===== config.mk =====
export PLATFORM = sky130hd
export DESIGN_NAME = file_protocol_frame_parser
export DESIGN_NICKNAME = d
export VERILOG_FILES = /design/src/fpp_pkg.sv /design/src/fpp_tok_fifo.sv /design/src/file_protocol_frame_parser.sv
export SDC_FILE = /design/constraint.sdc
export NUM_CORES = 1
export LEC_CHECK = 0
export BUFFER_PORTS_ARGS = -buffer_cell sky130_fd_sc_hd__buf_2
export CAP_MARGIN = 25
export CORE_ASPECT_RATIO = 1.75
export CORE_MARGIN = 5
export CORE_UTILIZATION = 28
export DETAILED_ROUTE_END_ITERATION = 10
export GPL_ROUTABILITY_DRIVEN = 0
export PLACE_DENSITY = 0.54
export SLEW_MARGIN = 10
export SYNTH_ARGS = -nofsm -noshare
export SYNTH_HDL_FRONTEND = slang
export SYNTH_SLANG_ARGS = --single-unit

===== constraint.sdc =====
create_clock -name clk -period 6.2 [get_ports clk]
set_input_delay 0.62 -clock clk [delete_from_list [all_inputs] [get_ports clk]]
set_output_delay 0.62 -clock clk [all_outputs]
set_load 0.02 [all_outputs]

===== src/fpp_pkg.sv =====
package fpp_pkg;

	// Frame limits
	localparam int unsigned MIN_FRAME = 7;
	localparam int unsigned MAX_WALK_DEF = 16;
	localparam int unsigned TOK_FIFO_DEPTH = 4;

	// Field classes held in the upper three bits of a program op
	localparam logic [2:0] CL_NONE = 3'd0;
	localparam logic [2:0] CL_U8 = 3'd1;
	localparam logic [2:0] CL_U16 = 3'd2;
	localparam logic [2:0] CL_U32 = 3'd3;
	localparam logic [2:0] CL_U64 = 3'd4;
	localparam logic [2:0] CL_STR = 3'd5;
	localparam logic [2:0] CL_D32 = 3'd6;
	localparam logic [2:0] CL_D16 = 3'd7;

	// Token kinds
	localparam logic [1:0] TK_NUM = 2'd0;
	localparam logic [1:0] TK_STR = 2'd1;
	localparam logic [1:0] TK_DATA = 2'd2;
	localparam logic [1:0] TK_STATUS = 2'd3;

	// Field codes referenced by the control logic
	localparam logic [4:0] CODE_TYPE = 5'd0;
	localparam logic [4:0] CODE_TAG = 5'd1;
	localparam logic [4:0] CODE_NWNAME = 5'd13;
	localparam logic [4:0] CODE_NWQID = 5'd15;
	localparam logic [4:0] CODE_DATA = 5'd22;

	// Status codes
	localparam logic [1:0] ST_OK = 2'd0;
	localparam logic [1:0] ST_BAD_SIZE = 2'd1;
	localparam logic [1:0] ST_PAST_END = 2'd2;
	localparam logic [1:0] ST_WALK_LONG = 2'd3;

	localparam logic [7:0] KIND_TWALK = 8'd110;

	typedef struct packed {
		logic [1:0]  kind;
		logic [4:0]  code;
		logic [63:0] value;
		logic [1:0]  status;
		logic        last;
	} tok_t;

	// Field program per message row: {class, code}, zero ends the list
	localparam logic [7:0] PROG_TABLE [0:16][0:7] = '{
		'{8'h00, 8'h00, 8'h00, 8'h00, 8'h00, 8'h00, 8'h00, 8'h00},
		'{{CL_U32, 5'd2}, {CL_STR, 5'd3}, 8'h00, 8'h00, 8'h00, 8'h00, 8'h00, 8'h00},
		'{{CL_U32, 5'd4}, {CL_U32, 5'd5}, {CL_STR, 5'd6}, {CL_STR, 5'd7},
			8'h00, 8'h00, 8'h00, 8'h00},
		'{{CL_U8, 5'd8}, {CL_U32, 5'd9}, {CL_U64, 5'd10}, 8'h00, 8'h00, 8'h00, 8'h00, 8'h00},
		'{{CL_STR, 5'd11}, 8'h00, 8'h00, 8'h00, 8'h00, 8'h00, 8'h00, 8'h00},
		'{{CL_U32, 5'd4}, {CL_U32, 5'd12}, {CL_U16, 5'd13}, {CL_STR, 5'd14},
			8'h00, 8'h00, 8'h00, 8'h00},
		'{{CL_U16, 5'd15}, {CL_U8, 5'd8}, {CL_U32, 5'd9}, {CL_U64, 5'd10},
			8'h00, 8'h00, 8'h00, 8'h00},
		'{{CL_U32, 5'd4}, {CL_U8, 5'd16}, 8'h00, 8'h00, 8'h00, 8'h00, 8'h00, 8'h00},
		'{{CL_U8, 5'd8}, {CL_U32, 5'd9}, {CL_U64, 5'd10}, {CL_U32, 5'd17},
			8'h00, 8'h00, 8'h00, 8'h00},
		'{{CL_U32, 5'd4}, {CL_STR, 5'd18}, {CL_U32, 5'd19}, {CL_U8, 5'd16},
			8'h00, 8'h00, 8'h00, 8'h00},
		'{{CL_U32, 5'd4}, {CL_U64, 5'd20}, {CL_D32, 5'd21}, 8'h00, 8'h00, 8'h00, 8'h00, 8'h00},
		'{{CL_U32, 5'd21}, 8'h00, 8'h00, 8'h00, 8'h00, 8'h00, 8'h00, 8'h00},
		'{{CL_U32, 5'd4}, {CL_U64, 5'd20}, {CL_U32, 5'd21}, 8'h00, 8'h00, 8'h00, 8'h00, 8'h00},
		'{{CL_D32, 5'd21}, 8'h00, 8'h00, 8'h00, 8'h00, 8'h00, 8'h00, 8'h00},
		'{{CL_D16, 5'd21}, 8'h00, 8'h00, 8'h00, 8'h00, 8'h00, 8'h00, 8'h00},
		'{{CL_U32, 5'd4}, 8'h00, 8'h00, 8'h00, 8'h00, 8'h00, 8'h00, 8'h00},
		'{{CL_U16, 5'd23}, 8'h00, 8'h00, 8'h00, 8'h00, 8'h00, 8'h00, 8'h00}
	};

	// Number of fields in each row
	localparam logic [4:0] ROW_LEN [0:16] = '{
		5'd0, 5'd2, 5'd4, 5'd3, 5'd1, 5'd4, 5'd4, 5'd2, 5'd4,
		5'd4, 5'd3, 5'd1, 5'd3, 5'd1, 5'd1, 5'd1, 5'd1
	};

	// Map a message type byte onto its program row
	function automatic logic [4:0] row_of(input logic [7:0] kind);
		logic [4:0] r;
		case (kind) inside
			8'd100, 8'd101: r = 5'd1;
			8'd104: r = 5'd2;
			8'd105: r = 5'd3;
			8'd107: r = 5'd4;
			8'd110: r = 5'd5;
			8'd111: r = 5'd6;
			8'd112: r = 5'd7;
			8'd113, 8'd115: r = 5'd8;
			8'd114: r = 5'd9;
			8'd118: r = 5'd10;
			8'd119: r = 5'd11;
			8'd116: r = 5'd12;
			8'd117: r = 5'd13;
			8'd125: r = 5'd14;
			8'd120, 8'd122, 8'd124: r = 5'd15;
			8'd108: r = 5'd16;
			default: r = 5'd0;
		endcase
		return r;
	endfunction

	function automatic logic [7:0] op_at(input logic [7:0] kind, input logic [4:0] step);
		logic [7:0] op;
		if (step[4:3] != 2'd0) begin
			op = 8'h00;
		end else begin
			op = PROG_TABLE[row_of(kind)][step[2:0]];
		end
		return op;
	endfunction

	function automatic logic [3:0] class_bytes(input logic [2:0] cl);
		logic [3:0] n;
		case (cl)
			CL_U8: n = 4'd1;
			CL_U16, CL_STR, CL_D16: n = 4'd2;
			CL_U64: n = 4'd8;
			default: n = 4'd4;
		endcase
		return n;
	endfunction

endpackage


===== src/fpp_tok_fifo.sv =====
module fpp_tok_fifo import fpp_pkg::*; #(
	parameter int unsigned DEPTH = TOK_FIFO_DEPTH
) (
	input  logic clk,
	input  logic arst_n,
	input  logic wr0_valid,
	input  tok_t wr0,
	input  logic wr1_valid,
	input  tok_t wr1,
	output logic room2,
	output logic out_valid,
	input  logic out_ready,
	output tok_t rd
);

	localparam int unsigned PW = (DEPTH > 1) ? $clog2(DEPTH) : 1;
	localparam int unsigned CW = $clog2(DEPTH + 1);

	tok_t          mem_q [DEPTH];
	logic [PW-1:0] wp_q, rp_q, wp1;
	logic [CW-1:0] cnt_q;
	logic          pop;
	logic [1:0]    push_n;

	function automatic logic [PW-1:0] nxt(input logic [PW-1:0] p);
		return (p == PW'(DEPTH - 1)) ? '0 : p + PW'(1);
	endfunction

	assign wp1 = nxt(wp_q);
	assign pop = out_valid && out_ready;
	assign push_n = {1'b0, wr0_valid} + {1'b0, wr1_valid};
	assign out_valid = (cnt_q != '0);
	assign rd = mem_q[rp_q];
	assign room2 = (cnt_q <= CW'(DEPTH - 2));

	// Store up to two words per cycle
	always_ff @(posedge clk) begin
		if (wr0_valid) begin
			mem_q[wp_q] <= wr0;
		end
		if (wr1_valid) begin
			mem_q[wp1] <= wr1;
		end
	end

	// Advance pointers and fill count
	always_ff @(posedge clk or negedge arst_n) begin
		if (!arst_n) begin
			wp_q <= '0;
			rp_q <= '0;
			cnt_q <= '0;
		end else begin
			if (push_n == 2'd1) begin
				wp_q <= wp1;
			end else if (push_n == 2'd2) begin
				wp_q <= nxt(wp1);
			end
			if (pop) begin
				rp_q <= nxt(rp_q);
			end
			cnt_q <= cnt_q + CW'(push_n) - CW'(pop);
		end
	end

endmodule


===== src/file_protocol_frame_parser.sv =====
// Streaming 9P2000 frame parser. One frame byte is taken per cycle whenever
// the four-word token queue at the output has room for two words; the only
// thing that slows intake is a stalled consumer, since a byte can yield a
// field token and, on the last byte, the closing status token. Numeric
// fields come out as one token once their last byte arrives, string and
// payload bytes as one token each, and the final byte of a frame always
// adds a status token with is_last set, after which the parser is back at
// its reset state.
module file_protocol_frame_parser import fpp_pkg::*; #(
	parameter int unsigned MAX_WALK = MAX_WALK_DEF
) (
	input  logic        clk,
	input  logic        arst_n,
	input  logic        in_valid,
	output logic        in_ready,
	input  logic [7:0]  frame_byte,
	input  logic        end_of_buffer,
	output logic        out_valid,
	input  logic        out_ready,
	output logic [1:0]  token_kind,
	output logic [4:0]  field_code,
	output logic [63:0] field_value,
	output logic [1:0]  status_code,
	output logic        is_last
);

	logic [31:0] bs_q, ds_q, run_q;
	logic [7:0]  kind_q;
	logic [4:0]  fs_q;
	logic [63:0] acc_q;
	logic [2:0]  bif_q;
	logic [6:0]  wnl_q;
	logic [1:0]  err_q;

	logic [31:0] n_bs, n_ds, n_run, rem;
	logic [7:0]  n_kind, op, adv_op;
	logic [4:0]  n_fs, fs1, adv_fs;
	logic [63:0] n_acc, accv;
	logic [2:0]  n_bif, cl;
	logic [6:0]  n_wnl, adv_wnl;
	logic [1:0]  n_err, st;
	logic        accept, f_vld;
	tok_t        f_tok, s_tok, rd;

	assign accept = in_valid && in_ready;
	assign op = op_at(kind_q, fs_q);
	assign cl = op[7:5];
	assign rem = ds_q - bs_q - 32'd1;
	assign accv = acc_q | (64'(frame_byte) << {bif_q, 3'b000});

	// Next field position after finishing one, with walk repetition
	assign fs1 = fs_q + 5'd1;
	assign adv_op = op_at(kind_q, fs1);
	always_comb begin
		adv_fs = fs1;
		adv_wnl = wnl_q;
		if (adv_op == 8'h00 && wnl_q != 7'd0) begin
			adv_wnl = wnl_q - 7'd1;
			if (wnl_q != 7'd1) begin
				adv_fs = (kind_q == KIND_TWALK) ? 5'd3 : 5'd1;
			end
		end
	end

	// Parse one frame byte
	always_comb begin
		n_bs = bs_q;
		n_ds = ds_q;
		n_run = run_q;
		n_kind = kind_q;
		n_fs = fs_q;
		n_acc = acc_q;
		n_bif = bif_q;
		n_wnl = wnl_q;
		n_err = err_q;
		f_vld = 1'b0;
		f_tok = '{kind: TK_NUM, code: CODE_TYPE, value: 64'd0, status: ST_OK, last: 1'b0};
		st = ST_OK;
		if (bs_q != 32'hFFFF_FFFF) begin
			n_bs = bs_q + 32'd1;
		end
		if (bs_q < 32'd4) begin
			n_ds[{bs_q[1:0], 3'b000} +: 8] = frame_byte;
		end else if (err_q == 2'd0 && ds_q >= 32'(MIN_FRAME) && bs_q < ds_q) begin
			if (bs_q == 32'd4) begin
				n_kind = frame_byte;
				f_vld = 1'b1;
				f_tok.code = CODE_TYPE;
				f_tok.value = 64'(frame_byte);
			end else if (bs_q == 32'd5) begin
				n_acc = 64'(frame_byte);
			end else if (bs_q == 32'd6) begin
				f_vld = 1'b1;
				f_tok.code = CODE_TAG;
				f_tok.value = acc_q | (64'(frame_byte) << 8);
				n_acc = 64'd0;
			end else if (run_q != 32'd0) begin
				f_vld = 1'b1;
				f_tok.kind = (cl == CL_STR) ? TK_STR : TK_DATA;
				f_tok.code = (cl == CL_STR) ? op[4:0] : CODE_DATA;
				f_tok.value = 64'(frame_byte);
				n_run = run_q - 32'd1;
				if (run_q == 32'd1) begin
					n_fs = adv_fs;
					n_wnl = adv_wnl;
				end
			end else if (op != 8'h00) begin
				if ({1'b0, bif_q} + 4'd1 < class_bytes(cl)) begin
					n_acc = accv;
					n_bif = bif_q + 3'd1;
				end else begin
					n_acc = 64'd0;
					n_bif = 3'd0;
					f_vld = 1'b1;
					f_tok.code = op[4:0];
					f_tok.value = accv;
					if (cl == CL_STR || cl == CL_D32 || cl == CL_D16) begin
						if (accv > {32'd0, rem}) begin
							n_err = ST_PAST_END;
						end else if (accv == 64'd0) begin
							n_fs = adv_fs;
							n_wnl = adv_wnl;
						end else begin
							n_run = accv[31:0];
						end
					end else if (op[4:0] == CODE_NWNAME || op[4:0] == CODE_NWQID) begin
						if (accv > 64'(MAX_WALK)) begin
							n_err = ST_WALK_LONG;
						end else if (accv == 64'd0) begin
							n_fs = ROW_LEN[row_of(kind_q)];
						end else begin
							n_wnl = accv[6:0];
							n_fs = fs1;
						end
					end else begin
						n_fs = adv_fs;
						n_wnl = adv_wnl;
					end
				end
			end
		end
		// Close the frame and drop all state
		if (end_of_buffer) begin
			if (n_bs < 32'(MIN_FRAME) || n_ds < 32'(MIN_FRAME) || n_ds > n_bs) begin
				st = ST_BAD_SIZE;
			end else if (n_err != 2'd0) begin
				st = n_err;
			end else if (op_at(n_kind, n_fs) != 8'h00) begin
				st = ST_PAST_END;
			end else begin
				st = ST_OK;
			end
			n_bs = '0;
			n_ds = '0;
			n_run = '0;
			n_kind = '0;
			n_fs = '0;
			n_acc = '0;
			n_bif = '0;
			n_wnl = '0;
			n_err = '0;
		end
	end

	assign s_tok = '{kind: TK_STATUS, code: 5'd0, value: 64'd0, status: st, last: 1'b1};

	// Hold parser state
	always_ff @(posedge clk or negedge arst_n) begin
		if (!arst_n) begin
			bs_q <= '0;
			ds_q <= '0;
			run_q <= '0;
			kind_q <= '0;
			fs_q <= '0;
			acc_q <= '0;
			bif_q <= '0;
			wnl_q <= '0;
			err_q <= '0;
		end else if (accept) begin
			bs_q <= n_bs;
			ds_q <= n_ds;
			run_q <= n_run;
			kind_q <= n_kind;
			fs_q <= n_fs;
			acc_q <= n_acc;
			bif_q <= n_bif;
			wnl_q <= n_wnl;
			err_q <= n_err;
		end
	end

	// Queue tokens toward the output; status goes second when both appear
	fpp_tok_fifo #(
		.DEPTH(TOK_FIFO_DEPTH)
	) u_fifo (
		.clk(clk),
		.arst_n(arst_n),
		.wr0_valid(accept && (f_vld || end_of_buffer)),
		.wr0(f_vld ? f_tok : s_tok),
		.wr1_valid(accept && f_vld && end_of_buffer),
		.wr1(s_tok),
		.room2(in_ready),
		.out_valid(out_valid),
		.out_ready(out_ready),
		.rd(rd)
	);

	assign token_kind = rd.kind;
	assign field_code = rd.code;
	assign field_value = rd.value;
	assign status_code = rd.status;
	assign is_last = rd.last;

	// A closed frame leaves the parser at reset
	a_eob_clears: assert property (@(posedge clk) disable iff (!arst_n)
		accept && end_of_buffer |=> bs_q == 32'd0 && err_q == 2'd0 && run_q == 32'd0)
		else $error("state not cleared after end of frame");

	// A closing word always leaves a token queued
	a_eob_queued: assert property (@(posedge clk) disable iff (!arst_n)
		accept && end_of_buffer |=> out_valid)
		else $error("status token missing");

	// No field progress or run while an error is latched
	a_err_quiet: assert property (@(posedge clk) disable iff (!arst_n)
		accept && err_q != 2'd0 |-> !f_vld)
		else $error("token produced after error");

	// Walk counter never exceeds its bound
	a_walk_bound: assert property (@(posedge clk) disable iff (!arst_n)
		32'(wnl_q) <= 32'(MAX_WALK))
		else $error("walk count beyond limit");

endmodule


# Yosys cells after proc, flatten, opt, wreduce, memory -nomap -nowiden
# Memories as Yosys holds them, arrays and structs flattened.
# Index checks and enable logic that the tools add are counted.
[word_totals] ff_bits=192 latchBits=0 ram_bits=296 romBits=6304 out_inout_bits=76 wordCells=381 n_memories=5
[mem_list] name="(no name shown)" depth=32 width=64 read_ports=1 rd_clocked_by_memory_dff=0 wr=0 line_no="fpp_pkg.sv:109" rtl="op = PROG_TABLE[row_of(kind)][step[2:0]];"
[mem_list] name="(no name shown)" depth=32 width=64 read_ports=1 rd_clocked_by_memory_dff=0 wr=0 line_no="fpp_pkg.sv:109"
[mem_list] name="(no name shown)" depth=32 width=64 read_ports=1 rd_clocked_by_memory_dff=0 wr=0 line_no="fpp_pkg.sv:109"
[mem_list] name="u_fifo.mem_q" depth=4 width=74 read_ports=1 rd_clocked_by_memory_dff=0 wr=2 line_no="fpp_tok_fifo.sv:19" rtl="tok_t mem_q [DEPTH];"
[mem_list] name="(no name shown)" depth=32 width=5 read_ports=1 rd_clocked_by_memory_dff=0 wr=0 line_no="file_protocol_frame_parser.sv:130" rtl="n_fs = ROW_LEN[row_of(kind_q)];"
[op_classes] n_addsub=15 n_mul=0 n_div=0 n_lt_le_gt_ge=17 n_eq_ne=73 shifts=3 mux=204 bitwise_logic=9 n_reduce_logical=43
[op_table] cell="$mux W64" count=15
[op_table] cell="$mux W32" count=16
[op_table] cell="$mux W5" count=71
[op_table] cell="$mux W69" count=5
[op_table] cell="$eq A8 B7 Y1 const B" count=40
[op_table] cell="$mux W71" count=3
[op_table] cell="$mux W8" count=16
[op_table] cell="$mux W7" count=17
[op_table] cell="$eq A32 B3 Y1 const B" count=3
[op_table] cell="$lt A32 B3 Y1 const B" count=3
[op_table] cell="$mux W74" count=1
[op_table] cell="$bmux W8 S3" count=3
[op_table] cell="$gt A64 B32 Y1" count=1
[op_table] cell="$gt A64 B5 Y1 const B" count=1
[op_table] cell="$logic_not A64 Y1" count=1
[op_table] cell="$or A64 B16 Y64" count=1
[op_table] cell="$or A64 B64 Y64" count=1
[op_table] cell="$shl A8 B6 Y64" count=1
[op_table] cell="$sub A32 B1 Y32 const B" count=2
[op_table] cell="$mux W2" count=27
[op_table] cell="$add A32 B1 Y32 const B" count=1
[op_table] cell="$bwmux W32" count=1
[op_table] cell="$eq A32 B1 Y1 const B" count=1
[op_table] cell="$ge A32 B3 Y1 const B" count=1
[op_table] cell="other kinds (54)" count=132

# Depth between registers and ports, before layout
[logic_depth] depth_word=83 mapped_depth=35

# Hierarchy
# Synthesis repeated with hierarchy kept, for this count alone.
[unflattened] cells_unflattened=3229 area_unflattened_um2=32902.8
[modules_own_cells] module="file_protocol_frame_parser" instances=1 cells_per_inst=2457 area_each_um2=18046.1
[modules_own_cells] module="fpp_tok_fifo" instances=1 cells_per_inst=772 area_each_um2=14856.7

# Worst setup path after synthesis
# OpenSTA, ideal clock, no wires.
[synth_timing] path_kind="reg-to-reg" startpoint="register bs_q[0]" endpoint="memory u_fifo.mem_q[1][2] in the netlist's numbering (data pin)" arrival_time_ns=6.479 required_time_ns=5.935 slack_ns=-0.544 path_stages_with_launch=33 n_path_buf=1 path_cell_list="dfrtp_1 > clkbuf_1 > inv_1 > ha_1 > inv_1 > fa_1 > nor2b_1 > o21ai_0 > a21oi_1 > o21ai_0 > a21oi_1 > a211oi_1 > o31ai_1 > o21a_1 > a2111o_1 > a31o_2 > a41o_1 > a21oi_1 > xor2_1 > ha_1 > nand4_1 > nor4_1 > and3_1 > nand2b_1 > o221a_2 > nand4_1 > and3_1 > or2_2 > o221ai_1 > a21oi_1 > o311a_1 > o21ai_1 > a21oi_1"
[synth_lines] element="start, declared" line_no="file_protocol_frame_parser.sv:27" rtl="logic [31:0] bs_q, ds_q, run_q;"
[synth_lines] element="start signal, assigned" line_no="file_protocol_frame_parser.sv:180" rtl="bs_q <= n_bs;"
[synth_lines] element="end, declared" line_no="fpp_tok_fifo.sv:19"

==> results.json <==
{
  "status": "finished, violations left",
  "violations": "negative hold slack, negative setup slack",
  "crit_fanout": 4,
  "via_count": 31100,
  "powerDensity_nw_per_um2": 528,
  "fin_nets": 4401,
  "whs_ns": -0.0264,
  "cp_slowest_cell": "dfrtp_1",
  "start_util": 0.282,
  "synth_nets": 4097,
  "setup_slack_ns": -0.246,
  "p_leak_nw": 15.6,
  "setup_violations": 4,
  "antenna_found_initial": 4,
  "relSlewSlack": 0.288,
  "start_kind": "register",
  "worst_slew_pin_slew_ns": 1.06,
  "cts_tree": "yes",
  "remaining_drc_errors": 0,
  "postSynthAreaPerCell_um2": 7.95,
  "synth_cells": 3917,
  "cts.sinks": 488,
  "grt_pass1_wl_mm": 188,
  "hp-class": "input port to async pin",
  "fmax_ghz": 0.155,
  "synth_edf_count": 8,
  "die_area_um2": 118000,
  "worst-setup-path-type": "register to register",
  "post-synth-top-area-fraction": 0.185,
  "synthArstFlopShare": 0.393,
  "arrival_ns": 6.83,
  "yosysUniqueCellTypes": 103,
  "finalCriticalPeriod_ns": 6.45,
  "fin_crit_sh": 1.04,
  "rows": 161,
  "fp.dieW_um": 262,
  "grt_usage": 0.204,
  "yosys_warnings": 0,
  "synth_ff_type": "dfxtp_1",
  "final_common_cell": "nand2_1",
  "synth.area.top_cells": "dfxtp_1, dfrtp_1, nand2_1",
  "rsz0062_at_grt": "true",
  "cts.hold.buffers_added": 0,
  "gr-total-overflow": 0,
  "drive_above_1_share": 0.193,
  "hold_viol": 7,
  "grt_pass1_vias": 31200,
  "dr.pass1.iters": 6,
  "die_h_um": 451,
  "end_kind": "register",
  "drt_iter0_drc": 2419,
  "drv_slew": 0,
  "stdcell_count": 5729,
  "routedWlPerCell_um": 21.9,
  "clk_latency_ns": 0.67,
  "cts.path.max_buffers": 3,
  "final_cell_mix": "nand2_1, a21oi_1, buf_4",
  "coreArea_um2": 110000,
  "dpl.hpwl_mm": 94.6,
  "avgViaCountPerCell": 5.43,
  "ir_drop_mv": 0.371,
  "cp_common_cell": "a21oi_2",
  "wirelength_mm": 125,
  "synth_seq_cells": 488,
  "max_stage_delay_ns": 0.42,
  "synth_area_um2": 31100,
  "worstPathRequired_ns": 6.58,
  "htreeDepth": 2,
  "ant_nets": 0,
  "pin_count": 89,
  "dp_cells": 5623,
  "clk_pin_slew_ns": 0.07,
  "area_growth_pct": 22.7,
  "grt_max_degree": 74,
  "cap_viol_max_count": 0,
  "yosysTopAreaCell": "dfxtp_1",
  "portBuffers": 88,
  "skew_ns": 0.0389,
  "synth.yosys.seq_area_share": 0.347,
  "cts-root-buf": "clkbuf_16",
  "cts_buffers": 48,
  "total_power_w": 0.0202
}
[report_power, final]
part           leakage (nW)  switching (W)  internal, W
logic                  9.80        0.00784      0.00507
registers              5.00       0.000464      0.00364
clock network         0.818        0.00147      0.00171
total                  15.6        0.00977       0.0104
[sequential cells by signal, indices dropped and copies added, names as in the netlist]
register	flops
u_fifo.rp_q	2
bs_q	32
u_fifo.mem_q	296
wnl_q	7
err_q	2
acc_q	64
kind_q	8
run_q	32
ds_q	32
u_fifo.wp_q	2
u_fifo.cnt_q	3
fs_q	5
bif_q	3
[Yosys cell counts, types with 19 or more instances]
cell type	count
a211oi_1	35
a21boi_0	19
a21o_1	31
a21oi_1	474
a22o_1	22
a31oi_1	52
a41oi_1	19
and2_1	20
and3_1	37
buf_1	24
buf_2	46
buf_4	23
clkbuf_1	182
dfrtp_1	192
dfxtp_1	288
ha_1	165
inv_1	173
mux4_2	74
nand2_1	798
nand2b_1	20
nand3_1	69
nand4_1	83
nor2_1	251
nor2b_1	30
nor3_1	63
nor4_1	49
o211ai_1	28
o21ai_0	182
o21ai_1	26
o22ai_1	48
o31ai_1	43
or3_1	19
xnor2_1	51
[path summary, 6_finish.rpt]
path	startpoint	end	slack [ns]	cells past startpoint
worst max-delay path	ds_q[0]	u_fifo.mem_q[2][2]	-0.25	31
worst min-delay path	arst_n	bs_q[28]	-0.03	1
worst max register to register	ds_q[0]	u_fifo.mem_q[2][2]	-0.25	31
worst min register to register	u_fifo.mem_q[0][0]	u_fifo.mem_q[0][0]	0.44	2
max in group asynchronous	arst_n	kind_q[4]	4.70	2
min in group clk	out_ready	u_fifo.rp_q[0]	0.36	3
[metal layers]
metal,part of all wire,vias to the layer above,GRT usage
li1,-,14600,-
met1,0.35,15000,0.208
met2,0.52,1064,0.381
met3,0.041,400,0.0209
met4,0.086,2,0.142
met5,0.000056,-,0
[area by class of cell]
cell class	count	area (µm²)
fillers	11600	72000
multi-input cells	2973	18900
inverters	176	661
repair buffers	534	4320
flip-flops and latches	488	10800
clock buffers	67	1380
clock inverters	23	290
well taps	1467	1840
diodes	1	2.50
[logic make-up (layout without fill, tap and decap cells)]
group                    Yosys count  in the layout  share of synthesized area
AND/OR/NAND/NOR                 1503           1503                      0.217
AO/OA/AOI/OAI                   1140           1140                      0.228
flip-flops                       488            488                      0.347
buffers and inverters            456            800                     0.0608
adder cells (fa/ha/maj)          167            167                     0.0676
multiplexers                      94             94                     0.0602
XOR/XNOR                          69             69                     0.0194
other                              0              1                          0
[stage by stage]
step / worst slack, ns / util / hold WS (ns) / cell area, µm² / TNS, ns
2_1_floorplan: 0.0153 / - / 0.324 / 31200 / 0
3_3_place_gp: -0.962 / 0.327 / 0.432 / 36100 / -10.21
3_5_place_dp: -0.925 / 0.327 / 0.435 / 36100 / -8.50
4_1_cts: -0.421 / 0.344 / 0.00310 / 37900 / -1.67
5_1_grt: -0.499 / 0.347 / 0.0386 / 38200 / -2.13
6_report: -0.246 / 0.347 / -0.0264 / 38200 / -0.945
[what timing repair did]
action	in CTS	in global routing
setup endpoints to repair	104	344
cloned	0	1
resized for setup	27	50
setup buffers	4	14
pin swaps	28	29
[worst max-delay path: cells and delay by family, from the launching register on]
kind	cells	cell delay, ns
compound gates	18	3.70
xor+xnor	1	0.17
buf+inv	3	0.34
fa+ha+maj	3	0.64
simple gates	6	0.93
flops	1	0.42
No activity file was read; power rests on OpenSTA's default activity.
